<file path="src/rtl/ddph_pkg.sv">
// ----------------------------------------------------------------------------
// ddph_pkg: shared constants for the drive distance heading hold controller
// Widths of the digit serial multiplier and PID sums, the output limit,
// register indexes, action and product codes and configuration reset values.
// ----------------------------------------------------------------------------
package ddph_pkg;

  // Digit serial multiplier: signed multiplicand times unsigned multiplier,
  // one 4-bit digit of the multiplier per cycle, most significant first.
  localparam int DIG_W     = 4;
  localparam int MCAND_W   = 34;
  localparam int MPLIER_W  = 16;
  localparam int PROD_W    = MCAND_W + MPLIER_W;
  localparam int PP_W      = MCAND_W + DIG_W;
  localparam int NUM_DIG   = MPLIER_W / DIG_W;
  localparam int DIG_CNT_W = $clog2(NUM_DIG);

  // PID sum and heading product widths
  localparam int SP_W  = 46;
  localparam int ASP_W = 35;
  localparam int LR_W  = 36;
  localparam int MV_W  = LR_W + 7;

  // PID output limit: 100 percent in Q16
  localparam logic signed [SP_W-1:0] SPEED_LIM = SP_W'(100 * 65536);

  // Configuration register indexes
  localparam int CFG_IDX_W = 3;
  localparam logic [CFG_IDX_W-1:0] CFG_KI     = 3'd0;
  localparam logic [CFG_IDX_W-1:0] CFG_KD     = 3'd1;
  localparam logic [CFG_IDX_W-1:0] CFG_KH     = 3'd2;
  localparam logic [CFG_IDX_W-1:0] CFG_SETTLE = 3'd3;
  localparam logic [CFG_IDX_W-1:0] CFG_INTEG  = 3'd4;
  localparam logic [CFG_IDX_W-1:0] CFG_SLIMIT = 3'd5;
  localparam logic [CFG_IDX_W-1:0] CFG_DPR    = 3'd6;

  // Configuration reset values
  localparam logic [11:0] KI_RST     = 12'd0;
  localparam logic [11:0] KD_RST     = 12'd678;
  localparam logic [11:0] KH_RST     = 12'd640;
  localparam logic [15:0] SETTLE_RST = 16'd256;
  localparam logic [15:0] INTEG_RST  = 16'd256;
  localparam logic [5:0]  SLIMIT_RST = 6'd20;
  localparam logic [15:0] DPR_RST    = 16'd1960;

  // Input action codes
  localparam logic ACT_START = 1'b0;
  localparam logic ACT_TICK  = 1'b1;

  // Products run on the shared multiplier, in this order
  typedef logic [2:0] op_t;
  localparam op_t OP_TRAVEL = 3'd0;
  localparam op_t OP_KP     = 3'd1;
  localparam op_t OP_KI     = 3'd2;
  localparam op_t OP_KD     = 3'd3;
  localparam op_t OP_HEAD   = 3'd4;

  localparam logic [5:0] SETTLE_MAX = 6'd63;

endpackage

</file>
<file path="src/rtl/drive_distance_pid_heading_hold.sv">
// ----------------------------------------------------------------------------
// drive_distance_pid_heading_hold: distance PID with heading hold and settle
// Drive controller for a two sided base: distance PID with gated integral,
// delayed derivative, heading correction and settle / timeout detection.
// ----------------------------------------------------------------------------
// Usage
//   Input channel (in_valid / in_ready) takes one word per start or control
//   tick; output channel (out_valid / out_ready) returns exactly one word
//   per input word, in order. The config channel (cfg_valid / cfg_ready)
//   is always ready. The user must see that it is written only while the
//   block is idle; the block itself does not enforce this.
//   A start, an idle tick or a timeout tick goes straight to the output
//   stage; a normal tick runs all five products, a settling tick only the
//   travel product. One word is in work at a time; the next one is taken
//   the cycle after its result moves into the output register. Most of a
//   tick is spent on the one shared 34x4 bit digit multiplier, which runs
//   five 16-bit-multiplier products at one digit per cycle.
//   A multiply by the constant 120 mV per percent is done with shifts.
//   Reset (rst, synchronous) clears the move state and loads the default
//   gains and bands. While the receiver stalls the result holds in the
//   output register; one more input word is accepted and worked on, then
//   waits until the output register frees.
// ----------------------------------------------------------------------------
module drive_distance_pid_heading_hold (
  input  logic                                 clk,
  input  logic                                 rst,
  // input words
  input  logic                                 in_valid,
  output logic                                 in_ready,
  input  logic                                 action,
  input  logic signed [17:0]                   target_distance,
  input  logic [9:0]                           timeout_ticks,
  input  logic [11:0]                          kp_gain,
  input  logic signed [21:0]                   heading,
  input  logic signed [31:0]                   left_rev,
  input  logic signed [31:0]                   right_rev,
  // result words
  output logic                                 out_valid,
  input  logic                                 out_ready,
  output logic signed [15:0]                   left_drive_mv,
  output logic signed [15:0]                   right_drive_mv,
  output logic signed [23:0]                   error_now,
  output logic                                 busy_res,
  output logic                                 settled,
  output logic                                 timed_out,
  // configuration writes
  input  logic                                 cfg_valid,
  output logic                                 cfg_ready,
  input  logic [ddph_pkg::CFG_IDX_W-1:0]       cfg_index,
  input  logic [15:0]                          cfg_data
);

  // sequencer states
  localparam logic [3:0] ST_IDLE  = 4'd0;
  localparam logic [3:0] ST_PREP  = 4'd1;
  localparam logic [3:0] ST_MUL   = 4'd2;
  localparam logic [3:0] ST_ACC   = 4'd3;
  localparam logic [3:0] ST_EVAL  = 4'd4;
  localparam logic [3:0] ST_CLAMP = 4'd5;
  localparam logic [3:0] ST_SIDES = 4'd6;
  localparam logic [3:0] ST_SCALE = 4'd7;
  localparam logic [3:0] ST_OUT   = 4'd8;

  logic [3:0] state;

  // configuration registers
  logic [11:0] integral_gain, derivative_gain, heading_gain;
  logic [15:0] settle_band, integrate_band, distance_per_rev;
  logic [5:0]  settle_limit;

  // move state
  logic               active;
  logic [5:0]         settle_count;
  logic signed [31:0] error_sum;
  logic signed [23:0] last_error, error_change;
  logic signed [21:0] heading_reference;
  logic signed [17:0] goal_distance;
  logic [11:0]        move_gain;
  logic [9:0]         elapsed_ticks, tick_budget;
  logic signed [31:0] left_origin, right_origin;

  // captured tick inputs
  logic signed [21:0] hd_q;
  logic signed [31:0] lr_q, rr_q;

  // work registers
  logic signed [22:0]                    aerr;
  logic signed [ddph_pkg::MCAND_W-1:0]   mcand;
  logic [ddph_pkg::MPLIER_W-1:0]         mplier;
  logic [ddph_pkg::DIG_CNT_W-1:0]        dig_cnt;
  logic signed [ddph_pkg::PROD_W-1:0]    acc;
  ddph_pkg::op_t                         op;
  logic signed [23:0]                    err_q;
  logic signed [ddph_pkg::SP_W-1:0]      sp;
  logic signed [ddph_pkg::ASP_W-1:0]     asp;
  logic signed [ddph_pkg::LR_W-1:0]      l_sum, r_sum;

  // staged result word
  logic signed [15:0] res_l, res_r;
  logic signed [23:0] res_err;
  logic               res_busy, res_st, res_to;

  assign in_ready  = (state == ST_IDLE);
  assign cfg_ready = 1'b1;

  logic in_acc, out_load;
  assign in_acc   = in_valid && in_ready;
  assign out_load = (state == ST_OUT) && (!out_valid || out_ready);

  // configuration writes; indexes past the list are dropped
  always_ff @(posedge clk) begin
    if (rst) begin
      integral_gain    <= ddph_pkg::KI_RST;
      derivative_gain  <= ddph_pkg::KD_RST;
      heading_gain     <= ddph_pkg::KH_RST;
      settle_band      <= ddph_pkg::SETTLE_RST;
      integrate_band   <= ddph_pkg::INTEG_RST;
      settle_limit     <= ddph_pkg::SLIMIT_RST;
      distance_per_rev <= ddph_pkg::DPR_RST;
    end else if (cfg_valid && cfg_ready) begin
      unique case (cfg_index)
        ddph_pkg::CFG_KI:     integral_gain    <= cfg_data[11:0];
        ddph_pkg::CFG_KD:     derivative_gain  <= cfg_data[11:0];
        ddph_pkg::CFG_KH:     heading_gain     <= cfg_data[11:0];
        ddph_pkg::CFG_SETTLE: settle_band      <= cfg_data;
        ddph_pkg::CFG_INTEG:  integrate_band   <= cfg_data;
        ddph_pkg::CFG_SLIMIT: settle_limit     <= cfg_data[5:0];
        ddph_pkg::CFG_DPR:    distance_per_rev <= cfg_data;
        default: ;
      endcase
    end
  end

  // encoder travel since start (sum of both sides) and heading error
  logic signed [ddph_pkg::MCAND_W-1:0] travel;
  logic signed [22:0]                  aerr_next;
  assign travel = ddph_pkg::MCAND_W'(lr_q) - ddph_pkg::MCAND_W'(left_origin)
                + ddph_pkg::MCAND_W'(rr_q) - ddph_pkg::MCAND_W'(right_origin);
  assign aerr_next = 23'(heading_reference) - 23'(hd_q);

  // operand select for the next product on the multiplier
  ddph_pkg::op_t                       launch_op;
  logic signed [ddph_pkg::MCAND_W-1:0] mcand_sel;
  logic [ddph_pkg::MPLIER_W-1:0]       mplier_sel;
  always_comb begin
    if (state == ST_PREP) launch_op = ddph_pkg::OP_TRAVEL;
    else if (state == ST_EVAL) launch_op = ddph_pkg::OP_KP;
    else launch_op = 3'(op + 3'd1);
    unique case (launch_op)
      ddph_pkg::OP_TRAVEL: begin
        mcand_sel  = travel;
        mplier_sel = distance_per_rev;
      end
      ddph_pkg::OP_KP: begin
        mcand_sel  = ddph_pkg::MCAND_W'(err_q);
        mplier_sel = ddph_pkg::MPLIER_W'(move_gain);
      end
      ddph_pkg::OP_KI: begin
        mcand_sel  = ddph_pkg::MCAND_W'(error_sum);
        mplier_sel = ddph_pkg::MPLIER_W'(integral_gain);
      end
      ddph_pkg::OP_KD: begin
        mcand_sel  = ddph_pkg::MCAND_W'(error_change);
        mplier_sel = ddph_pkg::MPLIER_W'(derivative_gain);
      end
      ddph_pkg::OP_HEAD: begin
        mcand_sel  = ddph_pkg::MCAND_W'(aerr);
        mplier_sel = ddph_pkg::MPLIER_W'(heading_gain);
      end
      default: begin
        mcand_sel  = '0;
        mplier_sel = '0;
      end
    endcase
  end

  // one digit step: acc = acc * 16 + mcand * top digit
  logic [ddph_pkg::DIG_W-1:0]         digit;
  logic signed [ddph_pkg::PP_W-1:0]   pp;
  logic signed [ddph_pkg::PROD_W-1:0] acc_next;
  assign digit    = mplier[ddph_pkg::MPLIER_W-1 -: ddph_pkg::DIG_W];
  assign pp       = mcand * $signed({1'b0, digit});
  assign acc_next = (acc <<< ddph_pkg::DIG_W) + ddph_pkg::PROD_W'(pp);

  // distance error: goal minus floor(travel * dpr / 2^17), saturated
  logic signed [32:0] dist_x;
  logic signed [33:0] err_diff;
  logic signed [23:0] err_sat;
  assign dist_x   = acc[ddph_pkg::PROD_W-1:17];
  assign err_diff = 34'(goal_distance) - 34'(dist_x);
  assign err_sat  = (err_diff[33:23] == {11{err_diff[23]}}) ? err_diff[23:0] :
                    (err_diff[33] ? 24'sh800000 : 24'sh7fffff);

  // band checks and settle counter
  logic signed [24:0] err_ext;
  logic [24:0]        abs_err;
  logic               in_settle, in_integ;
  logic [5:0]         settle_count_next;
  logic               settle_done;
  assign err_ext   = 25'(err_q);
  assign abs_err   = err_q[23] ? 25'(-err_ext) : 25'(err_ext);
  assign in_settle = abs_err < 25'(settle_band);
  assign in_integ  = abs_err < 25'(integrate_band);
  assign settle_count_next = !in_settle ? 6'd0 :
                             (settle_count != ddph_pkg::SETTLE_MAX) ?
                             6'(settle_count + 6'd1) : settle_count;
  assign settle_done = settle_count_next > settle_limit;

  // saturated integral and error change
  logic signed [32:0] sum_wide;
  logic signed [31:0] sum_sat;
  logic signed [24:0] chg_wide;
  logic signed [23:0] chg_sat;
  assign sum_wide = 33'(error_sum) + 33'(err_q);
  assign sum_sat  = (sum_wide[32] == sum_wide[31]) ? sum_wide[31:0] :
                    (sum_wide[32] ? 32'sh80000000 : 32'sh7fffffff);
  assign chg_wide = 25'(err_q) - 25'(last_error);
  assign chg_sat  = (chg_wide[24] == chg_wide[23]) ? chg_wide[23:0] :
                    (chg_wide[24] ? 24'sh800000 : 24'sh7fffff);

  // side scaling: 120 mV per percent is x*128 - x*8, then floor by 2^16
  logic signed [ddph_pkg::MV_W-1:0] l_mv_wide, r_mv_wide;
  logic signed [26:0]               l_mv_q, r_mv_q;
  logic signed [15:0]               l_mv, r_mv;
  assign l_mv_wide = (ddph_pkg::MV_W'(l_sum) <<< 7) - (ddph_pkg::MV_W'(l_sum) <<< 3);
  assign r_mv_wide = (ddph_pkg::MV_W'(r_sum) <<< 7) - (ddph_pkg::MV_W'(r_sum) <<< 3);
  assign l_mv_q = l_mv_wide[ddph_pkg::MV_W-1:16];
  assign r_mv_q = r_mv_wide[ddph_pkg::MV_W-1:16];
  assign l_mv = (l_mv_q[26:15] == {12{l_mv_q[15]}}) ? l_mv_q[15:0] :
                (l_mv_q[26] ? 16'sh8000 : 16'sh7fff);
  assign r_mv = (r_mv_q[26:15] == {12{r_mv_q[15]}}) ? r_mv_q[15:0] :
                (r_mv_q[26] ? 16'sh8000 : 16'sh7fff);

  // sequencer
  always_ff @(posedge clk) begin
    if (rst) begin
      state             <= ST_IDLE;
      active            <= 1'b0;
      settle_count      <= '0;
      error_sum         <= '0;
      last_error        <= '0;
      error_change      <= '0;
      heading_reference <= '0;
      goal_distance     <= '0;
      move_gain         <= '0;
      elapsed_ticks     <= '0;
      tick_budget       <= '0;
      left_origin       <= '0;
      right_origin      <= '0;
      op                <= ddph_pkg::OP_TRAVEL;
      dig_cnt           <= '0;
    end else begin
      unique case (state)
        ST_IDLE: begin
          if (in_acc) begin
            hd_q     <= heading;
            lr_q     <= left_rev;
            rr_q     <= right_rev;
            res_l    <= '0;
            res_r    <= '0;
            res_st   <= 1'b0;
            res_to   <= 1'b0;
            res_busy <= 1'b0;
            res_err  <= last_error;
            priority if (action == ddph_pkg::ACT_START) begin
              goal_distance     <= target_distance;
              tick_budget       <= timeout_ticks;
              move_gain         <= kp_gain;
              heading_reference <= heading;
              left_origin       <= left_rev;
              right_origin      <= right_rev;
              active            <= 1'b1;
              settle_count      <= '0;
              error_sum         <= '0;
              last_error        <= 24'(target_distance);
              error_change      <= '0;
              elapsed_ticks     <= '0;
              res_err           <= 24'(target_distance);
              res_busy          <= 1'b1;
              state             <= ST_OUT;
            end else if (!active) begin
              state <= ST_OUT;
            end else if (elapsed_ticks >= tick_budget) begin
              active <= 1'b0;
              res_to <= 1'b1;
              state  <= ST_OUT;
            end else begin
              elapsed_ticks <= 10'(elapsed_ticks + 10'd1);
              state         <= ST_PREP;
            end
          end
        end
        ST_PREP: begin
          aerr    <= aerr_next;
          mcand   <= mcand_sel;
          mplier  <= mplier_sel;
          op      <= launch_op;
          acc     <= '0;
          dig_cnt <= '0;
          state   <= ST_MUL;
        end
        ST_MUL: begin
          acc     <= acc_next;
          mplier  <= mplier << ddph_pkg::DIG_W;
          dig_cnt <= ddph_pkg::DIG_CNT_W'(dig_cnt + 1'b1);
          if (dig_cnt == ddph_pkg::DIG_CNT_W'(ddph_pkg::NUM_DIG - 1)) state <= ST_ACC;
        end
        ST_ACC: begin
          // consume the finished product; after KP, KI or KD start the next one
          unique case (op)
            ddph_pkg::OP_TRAVEL: begin
              err_q <= err_sat;
              state <= ST_EVAL;
            end
            ddph_pkg::OP_KP, ddph_pkg::OP_KI, ddph_pkg::OP_KD: begin
              sp      <= sp + ddph_pkg::SP_W'(acc);
              mcand   <= mcand_sel;
              mplier  <= mplier_sel;
              op      <= launch_op;
              acc     <= '0;
              dig_cnt <= '0;
              state   <= ST_MUL;
            end
            ddph_pkg::OP_HEAD: begin
              asp   <= acc[ddph_pkg::ASP_W-1:0];
              state <= ST_CLAMP;
            end
            default: state <= ST_IDLE;
          endcase
        end
        ST_EVAL: begin
          settle_count <= settle_count_next;
          if (settle_done) begin
            active   <= 1'b0;
            res_l    <= '0;
            res_r    <= '0;
            res_err  <= err_q;
            res_busy <= 1'b0;
            res_st   <= 1'b1;
            res_to   <= 1'b0;
            state    <= ST_OUT;
          end else begin
            if (in_integ) error_sum <= sum_sat;
            sp      <= '0;
            mcand   <= mcand_sel;
            mplier  <= mplier_sel;
            op      <= launch_op;
            acc     <= '0;
            dig_cnt <= '0;
            state   <= ST_MUL;
          end
        end
        ST_CLAMP: begin
          if (sp > ddph_pkg::SPEED_LIM) sp <= ddph_pkg::SPEED_LIM;
          else if (sp < -ddph_pkg::SPEED_LIM) sp <= -ddph_pkg::SPEED_LIM;
          // derivative term takes effect on the next tick
          error_change <= chg_sat;
          last_error   <= err_q;
          state        <= ST_SIDES;
        end
        ST_SIDES: begin
          l_sum <= ddph_pkg::LR_W'(sp) + ddph_pkg::LR_W'(asp);
          r_sum <= ddph_pkg::LR_W'(sp) - ddph_pkg::LR_W'(asp);
          state <= ST_SCALE;
        end
        ST_SCALE: begin
          res_l    <= l_mv;
          res_r    <= r_mv;
          res_err  <= err_q;
          res_busy <= 1'b1;
          res_st   <= 1'b0;
          res_to   <= 1'b0;
          state    <= ST_OUT;
        end
        ST_OUT: begin
          if (out_load) state <= ST_IDLE;
        end
        default: state <= ST_IDLE;
      endcase
    end
  end

  // output register
  always_ff @(posedge clk) begin
    if (rst) begin
      out_valid <= 1'b0;
    end else if (out_load) begin
      out_valid <= 1'b1;
    end else if (out_ready) begin
      out_valid <= 1'b0;
    end
  end

  always_ff @(posedge clk) begin
    if (out_load) begin
      left_drive_mv  <= res_l;
      right_drive_mv <= res_r;
      error_now      <= res_err;
      busy_res       <= res_busy;
      settled        <= res_st;
      timed_out      <= res_to;
    end
  end

  // checks
  a_one_in_flight: assert property (@(posedge clk) disable iff (rst)
    in_acc |=> !in_ready)
    else $error("input taken while a word is in work");

  a_budget: assert property (@(posedge clk) disable iff (rst)
    elapsed_ticks <= tick_budget)
    else $error("elapsed ticks passed the tick budget");

  a_end_flags: assert property (@(posedge clk) disable iff (rst)
    out_valid |-> !(settled && timed_out) && !((settled || timed_out) && busy_res))
    else $error("end flags inconsistent with busy");

  a_mul_op: assert property (@(posedge clk) disable iff (rst)
    (state == ST_MUL) |-> (op <= ddph_pkg::OP_HEAD))
    else $error("multiplier running an unknown product");

  a_settle_end: assert property (@(posedge clk) disable iff (rst)
    (state == ST_EVAL) && settle_done |=> !active && (state == ST_OUT))
    else $error("settle did not end the move");

endmodule
</file>
<file path="config.mk">
export PLATFORM = sky130hd
export DESIGN_NAME = drive_distance_pid_heading_hold
export DESIGN_NICKNAME = d
export VERILOG_FILES = /design/src/rtl/ddph_pkg.sv /design/src/rtl/drive_distance_pid_heading_hold.sv
export SDC_FILE = /design/constraint.sdc
export NUM_CORES = 2
export LEC_CHECK = 0
export BUFFER_PORTS_ARGS = -buffer_cell sky130_fd_sc_hd__buf_2
export CAP_MARGIN = 40
export CELL_PAD_IN_SITES_DETAIL_PLACEMENT = 0
export CELL_PAD_IN_SITES_GLOBAL_PLACEMENT = 2
export CORE_MARGIN = 5
export CORE_UTILIZATION = 40
export DETAILED_ROUTE_END_ITERATION = 10
export GPL_ROUTABILITY_DRIVEN = 0
export PLACE_DENSITY_LB_ADDON = 0.25
export SYNTH_ARGS = -nofsm -noshare
export SYNTH_HDL_FRONTEND = slang
export SYNTH_SLANG_ARGS = --single-unit
</file>
<file path="constraint.sdc">
create_clock -name clk -period 11.6 [get_ports clk]
set_input_delay 2.32 -clock clk [delete_from_list [all_inputs] [get_ports clk]]
set_output_delay 2.32 -clock clk [all_outputs]
set_load 0.05 [all_outputs]
</file>
==> flow_metrics.env <==
export IMPL_cts_made_buffers=100
export IMPL_hold_viol_final=0
export IMPL_dieArea_um2=151000
export IMPL_ant_nets=0
export IMPL_whs_endpoint="left_drive_mv[10]"
export IMPL_status="finished clean"
export IMPL_drive_gt1_share_pct=8.026
export IMPL_synth_fa_ha_area_share_pct=16.37
export IMPL_finClkSkew_ps=31.45
export IMPL_synth_area_per_cell_um2=9.091
export IMPL_fin_nets=7242
export IMPL_first_global_vias=44350
export IMPL_drt_iter0_drc=2876
export IMPL_yosysWarnings=0
export IMPL_whs_path_depth=0
export IMPL_setup_worst_path_end_class="flop"
export IMPL_register_area_um2=21570
export IMPL_track_usage_pct=22.36
export IMPL_fin_ws_ps=3806
export IMPL_final_cells=8440
export IMPL_holdWs_ps=414.2
export IMPL_grt_max_degree=163
export IMPL_synth_mux_area_share_pct=1.214
export IMPL_synthArstFlopShare_pct=0
export IMPL_num_vias=45110
export IMPL_synthXorXnorAreaFrac_pct=5.743
export IMPL_drv_cap=0
export IMPL_clk_latency_ps=720
export IMPL_max_freq_mhz=128.3
export IMPL_slew_violations=0
export IMPL_drc=0
export IMPL_ff2ff_setup_slack_ps=3810
export IMPL_cts_root_buf="clkbuf_16"
export IMPL_tightest_slew_ps=1034
export IMPL_synth_edff_count=503
export IMPL_finalSetupTns_ps=0
export IMPL_cts_path_max_buffers=3
export IMPL_dpl_cell_count=8245
export IMPL_setup_violations=0
export IMPL_routed_wl_um=174200
export IMPL_p_leak_nw=26.31
export IMPL_synth_top_area_cell="edfxtp_1"
export IMPL_synth_compound_area_share_pct=18.49
export IMPL_finalCritPeriodShare_pct=67.19
export IMPL_yosysUniqueCellTypes=110
export IMPL_hold_class="flop to flop"
export IMPL_clk_pin_slew_worst_paths_ps=60
export IMPL_n_fill_cell=14170
export IMPL_dpl_cell_area_um2=60630
export IMPL_fin_total_pwr_mw=7.704
export IMPL_synthFlopType="edfxtp_1"
export IMPL_die_x_um=388.6
export IMPL_io_buffers=211
export IMPL_cp_arrival_ps=8370
export IMPL_power_density_nw_per_um2=120.1
export IMPL_ios=213
export IMPL_required_ps=12170
export IMPL_multiInputGateArea_um2=32710
export IMPL_area_delta_synth_final_pct=11.89
export IMPL_ir_drop_v=0.0001025
export IMPL_design_area_um2=64140
export IMPL_syn_area_um2=57320
export IMPL_slew_headroom_pct=31.06
export IMPL_synth_simple_gate_area_share_pct=15.04
export IMPL_slowest_stage="edfxtp_1"
export IMPL_cts_sinks=826
export IMPL_design_core_area_um2=143000
export IMPL_htreeDepth=3
export IMPL_grt_pass1_wl_um=264800
export IMPL_start_util_pct=40.10
export IMPL_cts_resized=0
export IMPL_start_kind="flop"
export IMPL_ys_top_cells_by_area="edfxtp_1 (26%), dfxtp_1 (11%), ha_1 (11%), a21oi_1 (5.6%), nand2_1 (5.3%)"
export IMPL_path_max_fanout=34
export IMPL_viasPerCell=5.344
export IMPL_overflow=0
export IMPL_first_pass_iters=6
export IMPL_r2r_start="mplier[14]"
export IMPL_crit_type="flop to flop"
export IMPL_fin_util_pct=44.86
export IMPL_rsz0062_at_grt="no"
export IMPL_pre_cts_ws_ps=3754
export IMPL_ys_ff_latch=826
export IMPL_critical_path_max_stage_delay_ps=940
export IMPL_antenna_found_initial=14
export IMPL_hp_start="res_l[10]"
export IMPL_cts_tree="done"
export IMPL_synth_nets=7103
export IMPL_post_cts_buffers=0
export IMPL_rr_worst_depth=29
export IMPL_synthCells=6305
export IMPL_yosysSeqAreaShare_pct=37.63
export IMPL_yosys_area_top_type_share_pct=26.35
export IMPL_dp_hpwl_um=135400
export IMPL_wl_per_cell_um=20.64
export IMPL_finalCriticalPeriod_ps=7794
export IMPL_die_h_um=388.6
export IMPL_cts_hold_buf=0
export IMPL_reg2reg_to="acc[47]"
export IMPL_synth_top_family_by_area="compound AO/OA/AOI/OAI gates"
export IMPL_num_rows=139
## registers in the layout, indices dropped and copies added (netlist names), 32 cells and up
signal,flops
sp,46
asp,35
left_origin,32
l_sum,36
mcand,34
error_sum,32
r_sum,35
right_origin,32
lr_q,32
acc,50
rr_q,32
## final cells by class
cell class / count / share of cell area [%]
diodes: 8 / 0.03121
clock buffers: 124 / 4.185
clock inverters: 63 / 1.249
inverters: 580 / 3.396
multi-input cells: 4652 / 51.00
flip-flops and latches: 826 / 33.63
well taps: 1903 / 3.713
repair buffers: 284 / 2.798
## cells in the final DEF (no fill, tap or decap), types with 121 or more instances in the layout
master	instances
a21o_1	199
a21oi_1	643
and2_1	129
buf_2	213
dfxtp_1	323
edfxtp_1	503
fa_1	141
ha_1	506
inv_1	577
nand2_1	806
nor2_1	373
o21ai_0	262
xnor2_1	253
xor2_1	121
## worst max-delay path by stage
stage,depth (start not counted),start,end
finish,29,mplier[14],acc[47]
global route,29,mplier[14],acc[47]
CTS,29,mplier[14],acc[47]
detailed placement,29,mplier[14],acc[47]
global placement,29,mplier[15],acc[47]
floorplan,23,err_q[23],res_busy
## synth_stat cells, types with 39 or more instances
library cell    n
o21ai_1        57
nand4_1        46
xor2_1        121
inv_1         578
nand3_1       109
nand2_1       807
clkbuf_1      217
and2_1        129
nor2_1        376
nand2b_1       61
o21ai_0       262
fa_1          141
dfxtp_1       323
xnor2_1       253
a31oi_1        39
mux2i_1        59
a21o_1        199
a21oi_1       644
nor3_1         94
edfxtp_1      503
o21a_1         50
nor2b_1        48
o21bai_1       67
ha_1          506
## worst max-delay path, delay by kind of cell, from the launching register on
family / cells / cell delay (ps)
XOR/XNOR: 1 / 170
AO/OA/AOI/OAI: 14 / 3270
flip-flops: 1 / 940
buffers and inverters: 3 / 350
AND/OR/NAND/NOR: 6 / 930
adder cells (fa/ha/maj): 5 / 1950
## logic make-up (layout without fill, tap and decap cells)
logic type / Yosys count / count (layout)
XOR/XNOR: 375 / 375
adder cells (fa/ha/maj): 670 / 670
flip-flops: 826 / 826
buffers and inverters: 827 / 1051
other: 1 / 9
multiplexers: 67 / 67
AND/OR/NAND/NOR: 1861 / 1861
AO/OA/AOI/OAI: 1678 / 1678
## report_power, final
part	switching [mW]	internal, mW	leakage (nW)
sequential	0.0424	3.19	7.23
combinational	0.740	0.430	17.4
clock	1.35	1.95	1.67
total	2.13	5.57	26.3
## routing by layer
metal / part of all wire, % / track usage (%)
met1: 43 / 28.71
met3: 4.3 / 2.808
met5: 0.0092 / 0
met4: 3.9 / 7.840
met2: 49 / 38.80
Power figures use the tool's default switching activity.
